**src/rtl/core/wsfd_pkg.sv**
```systemverilog
// ---------------------------------------------------------------------------
// wsfd_pkg
// shared types, protocol constants and helpers for the wheel speed frame decoder
// ---------------------------------------------------------------------------
package wsfd_pkg;

   // frame layout
   localparam logic [3:0] HDR_LEN          = 4'd3;
   localparam logic [3:0] LAST_POS         = 4'd15;
   localparam logic [3:0] POS_SPEED_A_HI   = 4'd8;
   localparam logic [3:0] POS_SPEED_A_LO   = 4'd9;
   localparam logic [3:0] POS_SPEED_B_HI   = 4'd10;
   localparam logic [3:0] POS_SPEED_B_LO   = 4'd11;
   localparam logic [3:0] POS_DIRECTION    = 4'd12;
   localparam logic [3:0] POS_SERVO_HI     = 4'd13;
   localparam logic [3:0] POS_SERVO_LO     = 4'd14;

   // xor check span: positions CHECK_START .. CHECK_END-1 against CHECK_END
   localparam logic [3:0] CHECK_START      = 4'd3;
   localparam logic [3:0] CHECK_END        = 4'd15;

   // header bytes
   localparam logic [7:0] HDR_BYTE0        = 8'hFF;
   localparam logic [7:0] HDR_BYTE1        = 8'hFE;
   localparam logic [7:0] HDR_BYTE2        = 8'h65;

   // direction codes
   localparam logic [7:0] DIR_FORWARD      = 8'h05;
   localparam logic [7:0] DIR_REVERSE      = 8'h0A;

   // motion codes on the result
   localparam logic [1:0] MOTION_STOP      = 2'd0;
   localparam logic [1:0] MOTION_FORWARD   = 2'd1;
   localparam logic [1:0] MOTION_REVERSE   = 2'd2;

   // one completed frame, as handed from the parser to the result stage
   typedef struct packed {
      logic        ok;
      logic [15:0] speed_a;
      logic [15:0] speed_b;
      logic [7:0]  direction;
      logic [15:0] servo;
   } frame_type;

   // expected header byte at hunt position 0..2
   function automatic logic [7:0] header_byte(input logic [1:0] pos);
      logic [7:0] hb;
      unique case (pos)
         2'd0:    hb = HDR_BYTE0;
         2'd1:    hb = HDR_BYTE1;
         default: hb = HDR_BYTE2;
      endcase
      return hb;
   endfunction

   // signed speed after the direction is applied, reverse of -32768 saturates
   function automatic logic signed [15:0] apply_dir(input logic [15:0] raw,
                                                    input logic [1:0]  motion);
      logic signed [15:0] s;
      unique case (motion)
         MOTION_FORWARD: s = raw;
         MOTION_REVERSE: s = (raw == 16'h8000) ? 16'sh7FFF : 16'(~raw + 16'd1);
         default:        s = 16'sd0;
      endcase
      return s;
   endfunction

endpackage

```
**src/rtl/core/wheel_speed_frame_decoder_core.sv**
```systemverilog
// ---------------------------------------------------------------------------
// wheel_speed_frame_decoder_core
// decodes the motor controller reply stream into signed wheel speeds
//
// throughput: one byte per cycle, sustained while the result side keeps up
// result path: frame register in the parser, then the result register
// reset: synchronous, returns to header hunt and drops any pending result
// ---------------------------------------------------------------------------
module wheel_speed_frame_decoder_core (
   input  logic               clock,
   input  logic               reset,
   // byte input channel
   input  logic               req_valid,
   output logic               req_stall,
   input  logic [7:0]         req_rx_byte,
   // result channel
   output logic               rsp_valid,
   input  logic               rsp_stall,
   output logic               rsp_frame_ok,
   output logic signed [15:0] rsp_left_speed,
   output logic signed [15:0] rsp_right_speed,
   output logic signed [16:0] rsp_linear_speed_sum,
   output logic [15:0]        rsp_servo_angle_raw,
   output logic [1:0]         rsp_motion
);
   import wsfd_pkg::*;

   logic               req_accept;
   logic               frame_valid;
   frame_type          frame;
   logic               out_load;
   logic               advance;

   logic               rsp_valid_ff, rsp_valid_in;
   logic               ok_ff,        ok_in;
   logic signed [15:0] left_ff,      left_in;
   logic signed [15:0] right_ff,     right_in;
   logic signed [16:0] sum_ff,       sum_in;
   logic [15:0]        servo_ff,     servo_in;
   logic [1:0]         motion_ff,    motion_in;

   // result register can take a new value when empty or being drained
   assign out_load   = !rsp_valid_ff || !rsp_stall;
   // the finished frame moves into the result register
   assign advance    = frame_valid && out_load;
   // only a frame stuck behind a stalled result holds off new bytes
   assign req_stall  = frame_valid && !out_load;
   assign req_accept = req_valid && !req_stall;

   wsfd_frame_parser u_parser (
      .clock       (clock),
      .reset       (reset),
      .accept      (req_accept),
      .rx_byte     (req_rx_byte),
      .advance     (advance),
      .frame_valid (frame_valid),
      .frame       (frame)
   );

   // direction decode, sign handling and sum; all zero on a failed check
   always_comb begin
      ok_in     = frame.ok;
      motion_in = MOTION_STOP;
      left_in   = 16'sd0;
      right_in  = 16'sd0;
      sum_in    = 17'sd0;
      servo_in  = 16'd0;
      if (frame.ok) begin
         priority if (frame.direction == DIR_FORWARD) begin
            motion_in = MOTION_FORWARD;
         end else if (frame.direction == DIR_REVERSE) begin
            motion_in = MOTION_REVERSE;
         end else begin
            motion_in = MOTION_STOP;
         end
         left_in  = apply_dir(frame.speed_a, motion_in);
         right_in = apply_dir(frame.speed_b, motion_in);
         // sign-extended add, linear speed in half mm/s
         sum_in   = {left_in[15], left_in} + {right_in[15], right_in};
         servo_in = frame.servo;
      end
      rsp_valid_in = advance || (rsp_valid_ff && rsp_stall);
   end

   always_ff @(posedge clock) begin
      if (reset) begin
         rsp_valid_ff <= 1'b0;
      end else begin
         rsp_valid_ff <= rsp_valid_in;
      end
   end

   // result payload, loaded only on a frame transfer
   always_ff @(posedge clock) begin
      if (advance) begin
         ok_ff     <= ok_in;
         left_ff   <= left_in;
         right_ff  <= right_in;
         sum_ff    <= sum_in;
         servo_ff  <= servo_in;
         motion_ff <= motion_in;
      end
   end

   assign rsp_valid            = rsp_valid_ff;
   assign rsp_frame_ok         = ok_ff;
   assign rsp_left_speed       = left_ff;
   assign rsp_right_speed      = right_ff;
   assign rsp_linear_speed_sum = sum_ff;
   assign rsp_servo_angle_raw  = servo_ff;
   assign rsp_motion           = motion_ff;

   // failed check gives an all-zero result
   a_fail_zero: assert property (@(posedge clock) disable iff (reset)
      rsp_valid_ff && !ok_ff |-> left_ff == 16'sd0 && right_ff == 16'sd0 &&
         sum_ff == 17'sd0 && servo_ff == 16'd0 && motion_ff == MOTION_STOP)
      else $error("failed frame with nonzero fields");

   // linear sum matches the two wheel speeds
   a_sum: assert property (@(posedge clock) disable iff (reset)
      rsp_valid_ff |-> sum_ff == ({left_ff[15], left_ff} + {right_ff[15], right_ff}))
      else $error("linear sum mismatch");

   // stop means both wheels at zero
   a_stop_zero: assert property (@(posedge clock) disable iff (reset)
      rsp_valid_ff && motion_ff == MOTION_STOP |-> left_ff == 16'sd0 && right_ff == 16'sd0)
      else $error("stop with nonzero speed");

   // input is only held off while a frame waits behind a stalled result
   a_stall_cause: assert property (@(posedge clock) disable iff (reset)
      req_stall |-> rsp_valid_ff && rsp_stall && frame_valid)
      else $error("input stalled without cause");

endmodule

```
**src/rtl/core/wsfd_frame_parser.sv**
```systemverilog
// ---------------------------------------------------------------------------
// wsfd_frame_parser
// header hunt, 16-byte frame collection, xor check; holds one finished frame
// ---------------------------------------------------------------------------
module wsfd_frame_parser (
   input  logic                clock,
   input  logic                reset,
   input  logic                accept,
   input  logic [7:0]          rx_byte,
   input  logic                advance,
   output logic                frame_valid,
   output wsfd_pkg::frame_type frame
);
   import wsfd_pkg::*;

   logic [3:0]  pos_ff,     pos_in;
   logic [7:0]  xor_ff,     xor_in;
   logic [15:0] speed_a_ff, speed_a_in;
   logic [15:0] speed_b_ff, speed_b_in;
   logic [7:0]  dir_ff,     dir_in;
   logic [15:0] servo_ff,   servo_in;
   logic        frame_valid_ff, frame_valid_in;
   frame_type   frame_ff,   frame_in;
   logic        xor_hit;
   logic        last_byte;

   assign xor_hit = (pos_ff == CHECK_START) ||
                    ((pos_ff > CHECK_START) && (pos_ff < CHECK_END)) ||
                    (pos_ff == CHECK_END);
   assign last_byte = accept && (pos_ff == LAST_POS);

   always_comb begin
      pos_in     = pos_ff;
      xor_in     = xor_ff;
      speed_a_in = speed_a_ff;
      speed_b_in = speed_b_ff;
      dir_in     = dir_ff;
      servo_in   = servo_ff;
      if (accept) begin
         if (pos_ff < HDR_LEN) begin
            if (rx_byte == header_byte(pos_ff[1:0])) begin
               pos_in = pos_ff + 4'd1;
               if (pos_ff == 4'd2) begin
                  xor_in = 8'd0;
               end
            end else begin
               // a stray 0xff may itself start the next header
               pos_in = (rx_byte == HDR_BYTE0) ? 4'd1 : 4'd0;
            end
         end else begin
            if (xor_hit) begin
               xor_in = xor_ff ^ rx_byte;
            end
            unique case (pos_ff)
               POS_SPEED_A_HI: speed_a_in = {rx_byte, speed_a_ff[7:0]};
               POS_SPEED_A_LO: speed_a_in = {speed_a_ff[15:8], rx_byte};
               POS_SPEED_B_HI: speed_b_in = {rx_byte, speed_b_ff[7:0]};
               POS_SPEED_B_LO: speed_b_in = {speed_b_ff[15:8], rx_byte};
               POS_DIRECTION:  dir_in     = rx_byte;
               POS_SERVO_HI:   servo_in   = {rx_byte, servo_ff[7:0]};
               POS_SERVO_LO:   servo_in   = {servo_ff[15:8], rx_byte};
               default: ;
            endcase
            pos_in = (pos_ff == LAST_POS) ? 4'd0 : pos_ff + 4'd1;
         end
      end
   end

   always_comb begin
      frame_in.ok        = (xor_in == 8'd0);
      frame_in.speed_a   = speed_a_ff;
      frame_in.speed_b   = speed_b_ff;
      frame_in.direction = dir_ff;
      frame_in.servo     = servo_ff;
      frame_valid_in     = (frame_valid_ff && !advance) || last_byte;
   end

   always_ff @(posedge clock) begin
      if (reset) begin
         pos_ff         <= 4'd0;
         xor_ff         <= 8'd0;
         speed_a_ff     <= 16'd0;
         speed_b_ff     <= 16'd0;
         dir_ff         <= 8'd0;
         servo_ff       <= 16'd0;
         frame_valid_ff <= 1'b0;
      end else begin
         pos_ff         <= pos_in;
         xor_ff         <= xor_in;
         speed_a_ff     <= speed_a_in;
         speed_b_ff     <= speed_b_in;
         dir_ff         <= dir_in;
         servo_ff       <= servo_in;
         frame_valid_ff <= frame_valid_in;
      end
   end

   always_ff @(posedge clock) begin
      if (last_byte) begin
         frame_ff <= frame_in;
      end
   end

   assign frame_valid = frame_valid_ff;
   assign frame       = frame_ff;

   // a held frame is not overwritten while it waits
   a_frame_held: assert property (@(posedge clock) disable iff (reset)
      frame_valid_ff && !advance |=> frame_valid_ff && $stable(frame_ff))
      else $error("held frame changed");

   // only the last byte of a frame produces a frame
   a_no_early_frame: assert property (@(posedge clock) disable iff (reset)
      !frame_valid_ff && !(accept && pos_ff == LAST_POS) |=> !frame_valid_ff)
      else $error("frame without last byte");

   // reset returns to header hunt
   a_reset_hunt: assert property (@(posedge clock)
      reset |=> pos_ff == 4'd0 && !frame_valid_ff)
      else $error("reset did not restart hunt");

endmodule

```
**config.mk**
```make
export PLATFORM = sky130hd
export DESIGN_NAME = wheel_speed_frame_decoder_core
export DESIGN_NICKNAME = d
export VERILOG_FILES = /design/src/rtl/core/wsfd_pkg.sv /design/src/rtl/core/wheel_speed_frame_decoder_core.sv /design/src/rtl/core/wsfd_frame_parser.sv
export SDC_FILE = /design/constraint.sdc
export NUM_CORES = 1
export LEC_CHECK = 0
export BUFFER_PORTS_ARGS = -buffer_cell sky130_fd_sc_hd__buf_2
export CORE_MARGIN = 4
export CORE_UTILIZATION = 35
export CTS_CLUSTER_DIAMETER = 60
export DETAILED_ROUTE_END_ITERATION = 10
export GPL_TIMING_DRIVEN = 0
export PLACE_DENSITY = 0.56
export SYNTH_ARGS = -nofsm -noshare
export SYNTH_HDL_FRONTEND = slang
export SYNTH_HIERARCHICAL = 1
export SYNTH_SLANG_ARGS = --single-unit
export TNS_END_PERCENT = 10
```
**constraint.sdc**
```tcl
create_clock -name clock -period 6.9 [get_ports clock]
set_clock_uncertainty 0.2 [all_clocks]
set_input_delay 1.035 -clock clock [delete_from_list [all_inputs] [get_ports clock]]
set_output_delay 1.035 -clock clock [all_outputs]
set_load 0.01 [all_outputs]
```
==> metrics.yaml, run 1 <==
clock_network:
  cts_buffer_depth: 2
  h-tree-depth: 4
  cts_buffers: 17
  cts_setup_buffers: 0
  clk_pin_slew_ns: 0.08
  cts_resized: 0
  cts_sinks: 195
  cts_root_buf: "clkbuf_16"
  clk_latency_ns: 0.43
  tritoncts: "built"
  cts_hold_buffers: 0
hold_path:
  hold_class: "flip-flop to flip-flop"
drt:
  vias: 6560
  viasPerCell: 5.07
  drtAntennaViolNets: 0
  wl_per_cell_um: 17.0
  wirelength_mm: 21.9
  drt_iter0_drc: 385
  drcViolationCount: 0
  dr.pass1.iters: 5
final_layout:
  drive_gt1_share_pct: 17.1
  fillers: 2566
  layout_common_cells: "edfxtp_1 (125), nor2_1 (113), buf_2 (91)"
  antenna_cells: 0
  final_util_pct: 41.3
  final_nets: 981
  finalNonFillerCells: 1293
  area_delta_synth_final_pct: 16.7
  mostFrequentLayoutCell: "edfxtp_1"
critical_path:
  cp_common_cell: "a21oi_1"
  worstSetupEndpointType: "flip-flop"
  crit_slowest_cell: "nor4_2"
  cp_max_fo: 10
  start_kind: "flip-flop"
  cp_slowest_stage_delay_ns: 0.86
  crit_type: "flip-flop to flip-flop"
  path_cells: "nor4_2 -> nand2_1 -> clkbuf_1 -> a21oi_1 -> a21oi_1 -> ha_1 -> fa_1 -> a21oi_1 -> o21ai_0 -> a311oi_1 -> o21bai_1 -> xnor2_1 -> nor2_1"
  arrival_ns: 4.85
  worst_ep_required_time_ns: 6.87
yosys:
  synthDistinctLibCells: 73
  synth_nets: 878
  syn_area_per_cell_um2: 10.9
  synth_top_flop_cell: "edfxtp_1"
  async_flop_share_pct: 0
  syn_inst: 842
  yosysSeqAreaShare_pct: 56.0
  synth_edf_count: 125
  synth-seq-cells: 195
  syn_area_um2: 9200
  yosysWarnings: 6
placed_design:
  place_inst: 1261
  routabilityCongestion: 0.918
  dp_hpwl_mm: 15.6
  place.port_buffers: 81
grt:
  grt_usage_pct: 15.0
  grt_max_degree: 31
  grt_pass1_wl_mm: 34.2
  grt_pass1_vias: 6258
  gr-total-overflow: 0
  antenna_found_initial: 0
die:
  row_count: 59
  core_area_um2: 26000
  start_util_pct: 35.4
  dieArea_um2: 28900
  die_x_um: 170
  die_y_um: 170
  boundaryPins: 82
job:
  max-cap-violations: 0
power:
  p_leak_nw: 4.39
  p_total_mw: 2.28
  ir_worst_vdd_mv: 0.121
  power_density_nw_per_um2: 213
sta:
  worst_pin_slew_ns: 1.25
  maxSlewViolCount: 0
  finalCritPeriodShare_pct: 70.7
  maxClockFrequency_mhz: 205
  setup_viol: 0
  final-hold-violation-count: 0
  slew_headroom_pct: 15.9
  finalCriticalPeriod_ns: 4.88
  rsz0062_at_grt: "no"
status:
  status: "finished clean"
==> final cells by class <==
type / instances / area [um^2] / area share, %
flip-flops and latches: 195 / 5150 / 48.0
multi-input cells: 583 / 3760 / 35.1
repair buffers: 84 / 465 / 4.34
clock buffers: 17 / 425 / 3.96
well taps: 335 / 419 / 3.91
plain buffers: 44 / 219 / 2.04
clock inverters: 15 / 210 / 1.96
inverters: 20 / 75.1 / 0.700
==> stage by stage <==
stage | setup TNS [ns] | instance area (um^2) | setup WS [ns] | hold WS, ns
after floorplan | 0 | 9200 | 0.0876 | 0.208
after global placement | -189.72 | 10000 | -2.76 | 0.211
after detailed placement | 0 | 10100 | 2.06 | 0.213
after CTS | 0 | 10700 | 2.01 | 0.233
after global routing | 0 | 10700 | 1.78 | 0.240
final | 0 | 10700 | 2.02 | 0.234
==> critical path, delay by kind of cell (launching register included) <==
kind,cells,cell delay [ns]
adder cells (fa/ha/maj),2,0.67
AO/OA/AOI/OAI,6,1.50
buffers and inverters,1,0.35
flip-flops,1,0.40
AND/OR/NAND/NOR,3,1.33
XOR/XNOR,1,0.17
==> power breakdown <==
part	internal, mW	switching, mW
logic	0.00854	0.0264
registers	1.22	0.0000356
clock network	0.530	0.495
==> sequential cells by signal (all words and copies together), names as in the netlist, 4 cells and up <==
register	flops
rsp_left_speed	16
rsp_linear_speed_sum	17
rsp_right_speed	16
rsp_servo_angle_raw	16
u_parser/dir_ff	8
u_parser/frame	57
u_parser/pos_ff	4
u_parser/servo_ff	16
u_parser/speed_a_ff	16
u_parser/speed_b_ff	16
u_parser/xor_ff	8
==> path summary, 6_finish.rpt <==
| check | to | cells past startpoint | from | slack, ns |
|---|---|---|---|---|
| hold reg to reg | u_parser/frame[4]$_DFFE_PP_ | 0 | u_parser/servo_ff[4]$_SDFFE_PP0P_ | 0.23 |
| hold / removal | u_parser/frame[4]$_DFFE_PP_ | 0 | u_parser/servo_ff[4]$_SDFFE_PP0P_ | 0.23 |
| setup reg to reg | rsp_linear_speed_sum[12]$_SDFFCE_PN0P_ | 13 | u_parser/frame[21]$_DFFE_PP_ | 2.02 |
| setup / recovery | rsp_linear_speed_sum[12]$_SDFFCE_PN0P_ | 13 | u_parser/frame[21]$_DFFE_PP_ | 2.02 |
==> cells in the mapped netlist (all sizes together), types with 13 or more instances <==
master / number / area [um^2]
edfxtp: 125 / 3750
a22o: 14 / 128
a31oi: 13 / 81.3
nand2: 62 / 233
a21oi: 43 / 215
and2: 47 / 294
nand3: 13 / 65.1
buf: 19 / 125
nor3: 22 / 115
nor2: 114 / 430
o21ai: 46 / 253
clkbuf: 25 / 93.8
inv: 20 / 75.1
ha: 23 / 288
mux2i: 52 / 521
dfxtp: 70 / 1400
==> cells by family (layout without fill, tap and decap cells) <==
kind of cell    after synthesis  count (layout)  synth area share [%]
compound gates              170             170                  12.5
buf+inv                      64             180                  3.20
fa+ha+maj                    24              24                  3.35
flops                       195             195                  56.0
mux                          54              54                  5.90
simple gates                313             313                  17.0
xor+xnor                     22              22                  2.09
==> layer usage <==
layer	GRT usage [%]	up-vias	share of wire (%)
li1	-	3267	-
met1	20.2	3071	47
met2	24.6	189	47
met3	3.18	33	4.9
met4	4.51	0	1.7
met5	0	-	0
(Power assumes the default switching activity.)
==> run 2, diff against run 1 <==
--- a/config.mk
+++ b/config.mk
@@ -11,7 +11,7 @@
 export CTS_CLUSTER_DIAMETER = 60
 export DETAILED_ROUTE_END_ITERATION = 10
 export GPL_TIMING_DRIVEN = 0
-export PLACE_DENSITY = 0.56
+export PLACE_DENSITY = 0.55
 export SYNTH_ARGS = -nofsm -noshare
 export SYNTH_HDL_FRONTEND = slang
 export SYNTH_HIERARCHICAL = 1
==> constraint.sdc (replaced) <==
create_clock -name clock -period 5.1 [get_ports clock]
set_clock_uncertainty 0.2 [all_clocks]
set_input_delay 0.765 -clock clock [delete_from_list [all_inputs] [get_ports clock]]
set_output_delay 0.765 -clock clock [all_outputs]
set_load 0.01 [all_outputs]
==> metrics.yaml, run 2 (synthesis results as in run 1) <==
final_layout:
  area_delta_synth_final_pct: 16.6  # was 16.7%
  fillers: 2566  # unchanged
  multi_input_area_um2: 3780  # was 3760 um^2
  antenna_cells: 0  # unchanged
  final_area_um2: 10700  # about the same
  layout_common_cells: "edfxtp_1 (125), nor2_1 (113), buf_2 (91)"  # unchanged
  mostFrequentLayoutCell: "edfxtp_1"  # unchanged
  finalNonFillerCells: 1293  # unchanged
  regArea_um2: 5150  # unchanged
  drive_gt1_share_pct: 17.3  # was 17.1%
  final_nets: 981  # unchanged
  largest_reg_flops: 57  # unchanged
  final_util_pct: 41.3  # about the same
die:
  start_util_pct: 35.4  # unchanged
  dieArea_um2: 28900  # unchanged
  row_count: 59  # unchanged
  boundaryPins: 82  # unchanged
  die_y_um: 170  # unchanged
  core_area_um2: 26000  # unchanged
  die_x_um: 170  # unchanged
hold_path:
  hold_class: "flip-flop to flip-flop"  # unchanged
critical_path:
  setup.worst_path.end: "rsp_linear_speed_sum[12]$_SDFFCE_PN0P_"  # unchanged
  arrival_ns: 4.57  # was 4.85 ns
  reg2reg_from: "u_parser/frame[21]$_DFFE_PP_"  # unchanged
  crit_type: "flip-flop to flip-flop"  # unchanged
  start_kind: "flip-flop"  # unchanged
  crit_start: "u_parser/frame[21]$_DFFE_PP_"  # unchanged
  r2r-end: "rsp_linear_speed_sum[12]$_SDFFCE_PN0P_"  # unchanged
  r2r_slack_ns: 0.50  # was 2.02 ns
  worstSetupEndpointType: "flip-flop"  # unchanged
  worst_ep_required_time_ns: 5.07  # was 6.87 ns
  cp_max_fo: 10  # unchanged
  reg2reg_depth: 13  # unchanged
placed_design:
  routabilityCongestion: 0.896  # was 0.918
  place_inst: 1261  # unchanged
  dp_hpwl_mm: 15.9  # was 15.6 mm
  place.port_buffers: 81  # unchanged
  placed_area_um2: 10100  # unchanged
sta:
  setup_viol: 0  # unchanged
  fin_hold_ws_ns: 0.235  # was 0.234 ns
  maxClockFrequency_mhz: 217  # was 205 MHz
  worst_pin_slew_ns: 0.802  # was 1.25 ns
  finalCriticalPeriod_ns: 4.60  # was 4.88 ns
  maxSlewViolCount: 0  # unchanged
  rsz0062_at_grt: "no"  # unchanged
  tns_ns: 0  # unchanged
  finalCritPeriodShare_pct: 90.2  # was 70.7%
  final-hold-violation-count: 0  # unchanged
  slew_headroom_pct: 45.7  # was 15.9%
status:
  status: "finished clean"  # unchanged
clock_network:
  cts_sinks: 195  # unchanged
  clk_latency_ns: 0.43  # about the same
  cts_root_buf: "clkbuf_16"  # unchanged
  cts_hold_buffers: 0  # unchanged
  cts_buffer_depth: 2  # unchanged
  clk_pin_slew_ns: 0.08  # about the same
  cts_setup_buffers: 0  # unchanged
  tritoncts: "built"  # unchanged
  cts_buffers: 17  # unchanged
  h-tree-depth: 4  # unchanged
drt:
  viasPerCell: 5.04  # was 5.07
  drtAntennaViolNets: 0  # unchanged
  wl_per_cell_um: 17.1  # was 17.0 um
  drt_iter0_drc: 337  # was 385
  vias: 6511  # was 6560
  drcViolationCount: 0  # unchanged
  wirelength_mm: 22.1  # was 21.9 mm
  dr.pass1.iters: 5  # unchanged
grt:
  gr-total-overflow: 0  # unchanged
  grt_pass1_vias: 6263  # was 6258
  grt_max_degree: 38  # was 31
  grt_pass1_wl_mm: 34.8  # was 34.2 mm
  antenna_found_initial: 0  # unchanged
  grt_usage_pct: 15.3  # was 15.0%
power:
  ir_worst_vdd_mv: 0.239  # was 0.121 mV
  power_density_nw_per_um2: 284  # was 213 nW/um^2
  p_leak_nw: 4.39  # about the same
job:
  max-cap-violations: 0  # unchanged
==> run 2: cell types whose count changed in the layout (fill, tap and decap cells not counted), moves of 2 or more <==
| cell | change |
|---|---|
| nor4bb_1 | -2 |
| nor4bb_2 | +2 |
| clkinv_2 | +2 |
| clkinvlp_4 | -2 |
==> run 2: timing repair <==
action,4_1_cts,5_1_grt
hold endpoints to repair,0,0
resized for setup,0,3
endpoints found under the setup margin,0,4
==> run 2: where the power goes <==
| group | switching, mW | internal [mW] |
|---|---|---|
| combinational | 0.0351 | 0.0116 |
| clock | 0.671 | 0.667 |
| sequential | 0.0000489 | 1.66 |
| total | 0.706 | 2.34 |
==> run 2: layout make-up <==
cell class,count,area share [%]
Multi-Input combinational cell,583,35.3
Clock inverter,15,1.67
Buffer,44,2.04
Clock buffer,17,3.97
Sequential cell,195,48.1
Tap cell,335,3.91
Inverter,20,0.700
Timing Repair Buffer,84,4.34
==> run 2: worst max-delay path, stage by stage (launching register included) <==
cell and delay (ns):
edfxtp_1 0.43, nor4_4 0.63, nand2_1 0.35, clkbuf_1 0.34
a21oi_1 0.21, a21oi_1 0.07, ha_1 0.27, fa_1 0.42
a21oi_1 0.27, o21ai_0 0.16, a311oi_1 0.51, o21bai_1 0.20
xnor2_1 0.19, nor2_1 0.06
==> run 2: how the worst min path moves through the flow <==
stage                                   startpoint                      endpoint  slack (ns)  cells after the start
6_report       u_parser/speed_a_ff[7]$_SDFFE_PP0P_  u_parser/frame[47]$_DFFE_PP_        0.24                      0
3_3_place_gp    u_parser/servo_ff[14]$_SDFFE_PP0P_  u_parser/frame[14]$_DFFE_PP_        0.21                      0
3_5_place_dp   u_parser/speed_a_ff[7]$_SDFFE_PP0P_  u_parser/frame[47]$_DFFE_PP_        0.21                      0
5_1_grt         u_parser/servo_ff[12]$_SDFFE_PP0P_  u_parser/frame[12]$_DFFE_PP_        0.24                      0
2_1_floorplan    u_parser/servo_ff[0]$_SDFFE_PP0P_   u_parser/frame[0]$_DFFE_PP_        0.21                      0
4_1_cts          u_parser/servo_ff[9]$_SDFFE_PP0P_   u_parser/frame[9]$_DFFE_PP_        0.24                      0
==> run 2: per-stage QoR <==
stage | setup WS [ns] | total power, mW
floorplan | 0.491 | 1.72
global placement | -1.45 | 1.74
detailed placement | 0.176 | 1.74
CTS | 0.171 | 3.08
global route | 0.132 | 3.15
finish | 0.498 | 3.04
==> run 2: per-layer routing <==
metal  share of wire [%]  vias to the layer above  wire length [um]  global-route usage, %
li1                    -                     3268                 -                      -
met1                  47                     3040             10300                   21.0
met2                  47                      173             10400                   24.7
met3                 4.7                       30              1040                   3.18
met4                 1.6                        0               357                   4.10
met5                   0                        -                 0                      0
==> run 3, diff against run 2 <==
--- a/config.mk
+++ b/config.mk
@@ -8,6 +8,7 @@
 export BUFFER_PORTS_ARGS = -buffer_cell sky130_fd_sc_hd__buf_2
 export CORE_MARGIN = 4
 export CORE_UTILIZATION = 35
+export CTS_BUF_LIST = sky130_fd_sc_hd__clkbuf_4
 export CTS_CLUSTER_DIAMETER = 60
 export DETAILED_ROUTE_END_ITERATION = 10
 export GPL_TIMING_DRIVEN = 0
==> metrics.yaml, run 3 (synthesis results as in run 1) <==
status:
  status: "finished clean"  # unchanged
clock_network:
  clk_pin_slew_ns: 0.18  # was 0.08 ns
  cts_buffer_depth: 2  # unchanged
  tritoncts: "built"  # unchanged
  cts_sinks: 195  # unchanged
  cts_root_buf: "clkbuf_4"  # was clkbuf_16
  cts_buffers: 17  # unchanged
  clk_latency_ns: 0.56  # was 0.43 ns
  cts_setup_buffers: 0  # unchanged
  cts_hold_buffers: 0  # unchanged
  cts_resized: 0  # unchanged
  h-tree-depth: 4  # unchanged
placed_design:
  pre_cts_slack_ns: 0.176  # unchanged
  dp_hpwl_mm: 15.9  # unchanged
  place.port_buffers: 81  # unchanged
  routabilityCongestion: 0.896  # unchanged
  place_inst: 1261  # unchanged
drt:
  wirelength_mm: 22.0  # was 22.1 mm
  wl_per_cell_um: 17.0  # was 17.1 um
  dr.pass1.iters: 5  # unchanged
  viasPerCell: 5.03  # was 5.04
  vias: 6510  # was 6511
  drt_iter0_drc: 360  # was 337
  drcViolationCount: 0  # unchanged
  drtAntennaViolNets: 0  # unchanged
critical_path:
  cp_slowest_stage_delay_ns: 0.62  # was 0.63 ns
  reg2reg_from: "u_parser/frame[21]$_DFFE_PP_"  # unchanged
  critPathBufInv: 1  # unchanged
  cp_common_cell: "a21oi_1"  # unchanged
  crit_slowest_cell: "nor4_4"  # unchanged
  crit_type: "flip-flop to flip-flop"  # unchanged
  r2r_slack_ns: 0.51  # was 0.50 ns
  path_depth: 13  # unchanged
  worstSetupEndpointType: "flip-flop"  # unchanged
  reg2reg_depth: 13  # unchanged
  cp_top_family: "compound AO/OA/AOI/OAI gates"  # unchanged
  arrival_ns: 4.71  # was 4.57 ns
  path_cells: "nor4_4 -> nand2_1 -> clkbuf_1 -> a21oi_1 -> a21oi_1 -> ha_1 -> fa_1 -> a21oi_1 -> o21ai_0 -> a311oi_1 -> o21bai_1 -> xnor2_1 -> nor2_1"  # unchanged
  start_kind: "flip-flop"  # unchanged
  setup.worst_path.end: "rsp_linear_speed_sum[12]$_SDFFCE_PN0P_"  # unchanged
  worst_ep_required_time_ns: 5.23  # was 5.07 ns
  r2r-end: "rsp_linear_speed_sum[12]$_SDFFCE_PN0P_"  # unchanged
  cp_max_fo: 10  # unchanged
  crit_start: "u_parser/frame[21]$_DFFE_PP_"  # unchanged
grt:
  grt_pass1_wl_mm: 34.6  # was 34.8 mm
  grt_usage_pct: 15.2  # was 15.3%
  grt_pass1_vias: 6273  # was 6263
  gr-total-overflow: 0  # unchanged
  grt_max_degree: 38  # unchanged
  antenna_found_initial: 1  # was 0
final_layout:
  regArea_um2: 5150  # unchanged
  largest_reg_flops: 57  # unchanged
  finalNonFillerCells: 1295  # was 1293
  final_nets: 981  # unchanged
  fillers: 2595  # was 2566
  layout_common_cells: "edfxtp_1 (125), nor2_1 (113), buf_2 (91)"  # unchanged
  multi_input_area_um2: 3780  # unchanged
  mostFrequentLayoutCell: "edfxtp_1"  # unchanged
  area_delta_synth_final_pct: 13.4  # was 16.6%
  drive_gt1_share_pct: 17.3  # unchanged
sta:
  worst_slack_ns: 0.513  # was 0.498 ns
  slew_headroom_pct: 45.4  # was 45.7%
  rsz0062_at_grt: "no"  # unchanged
  worst_pin_slew_ns: 0.807  # was 0.802 ns
  finalCriticalPeriod_ns: 4.59  # was 4.60 ns
  maxSlewViolCount: 0  # unchanged
  fin_hold_ws_ns: 0.141  # was 0.235 ns
  finalCritPeriodShare_pct: 89.9  # was 90.2%
  final-hold-violation-count: 0  # unchanged
  setup_viol: 0  # unchanged
  maxClockFrequency_mhz: 218  # was 217 MHz
power:
  ir_worst_vdd_mv: 0.182  # was 0.239 mV
  p_leak_nw: 4.26  # was 4.39 nW
  power_density_nw_per_um2: 244  # was 284 nW/um^2
  p_total_mw: 2.55  # was 3.04 mW
job:
  max-cap-violations: 0  # unchanged
die:
  start_util_pct: 35.4  # unchanged
  dieArea_um2: 28900  # unchanged
  row_count: 59  # unchanged
  core_area_um2: 26000  # unchanged
  die_x_um: 170  # unchanged
  boundaryPins: 82  # unchanged
  die_y_um: 170  # unchanged
hold_path:
  hold_class: "input pin to flip-flop"  # was flip-flop to flip-flop
==> run 3: cell count changes in the layout (fill, tap and decap cells not counted) <==
cell | previous run | this run
clkbuf_16 | 17 | 0
clkbuf_4 | 0 | 17
diode_2 | 0 | 2
==> run 3: how the worst min path moves through the flow <==
stage / depth (start not counted) / slack, ns / end / startpoint
3_3_place_gp: 0 / 0.21 / u_parser/frame[14]$_DFFE_PP_ / u_parser/servo_ff[14]$_SDFFE_PP0P_
4_1_cts: 2 / 0.09 / rsp_valid$_SDFF_PP0_ / reset
3_5_place_dp: 0 / 0.21 / u_parser/frame[47]$_DFFE_PP_ / u_parser/speed_a_ff[7]$_SDFFE_PP0P_
5_1_grt: 2 / 0.08 / rsp_valid$_SDFF_PP0_ / reset
2_1_floorplan: 0 / 0.21 / u_parser/frame[0]$_DFFE_PP_ / u_parser/servo_ff[0]$_SDFFE_PP0P_
6_report: 2 / 0.14 / rsp_valid$_SDFF_PP0_ / reset
==> run 3: power breakdown <==
part	switching (mW)	internal, mW
combinational	0.0355	0.0116
clock	0.605	0.235
sequential	0.0000513	1.66
total	0.641	1.91
==> run 3: stage by stage <==
stage | utilization, % | TNS (ns) | area (um^2)
final | 40.1 | 0 | 10400
after global routing | 40.1 | 0 | 10400
after CTS | 40.0 | 0 | 10400
after detailed placement | 38.9 | 0 | 10100
after global placement | 38.6 | -99.43 | 10000
after floorplan | - | 0 | 9200
==> run 3: area by class of cell <==
class | count | share of cell area (%)
Tap cell | 335 | 4.02
Clock buffer | 17 | 1.22
Multi-Input combinational cell | 583 | 36.3
Clock inverter | 15 | 1.72
Timing Repair Buffer | 84 | 4.46
Inverter | 20 | 0.720
Buffer | 44 | 2.10
Sequential cell | 195 | 49.4
Antenna cell | 2 | 0.0480
==> run 3: layer usage <==
metal	GRT usage [%]	up-vias	routed length [um]
met2	24.5	153	10200
li1	-	3273	-
met3	3.04	26	1010
met5	0	-	0
met1	20.9	3058	10400
met4	3.92	0	369
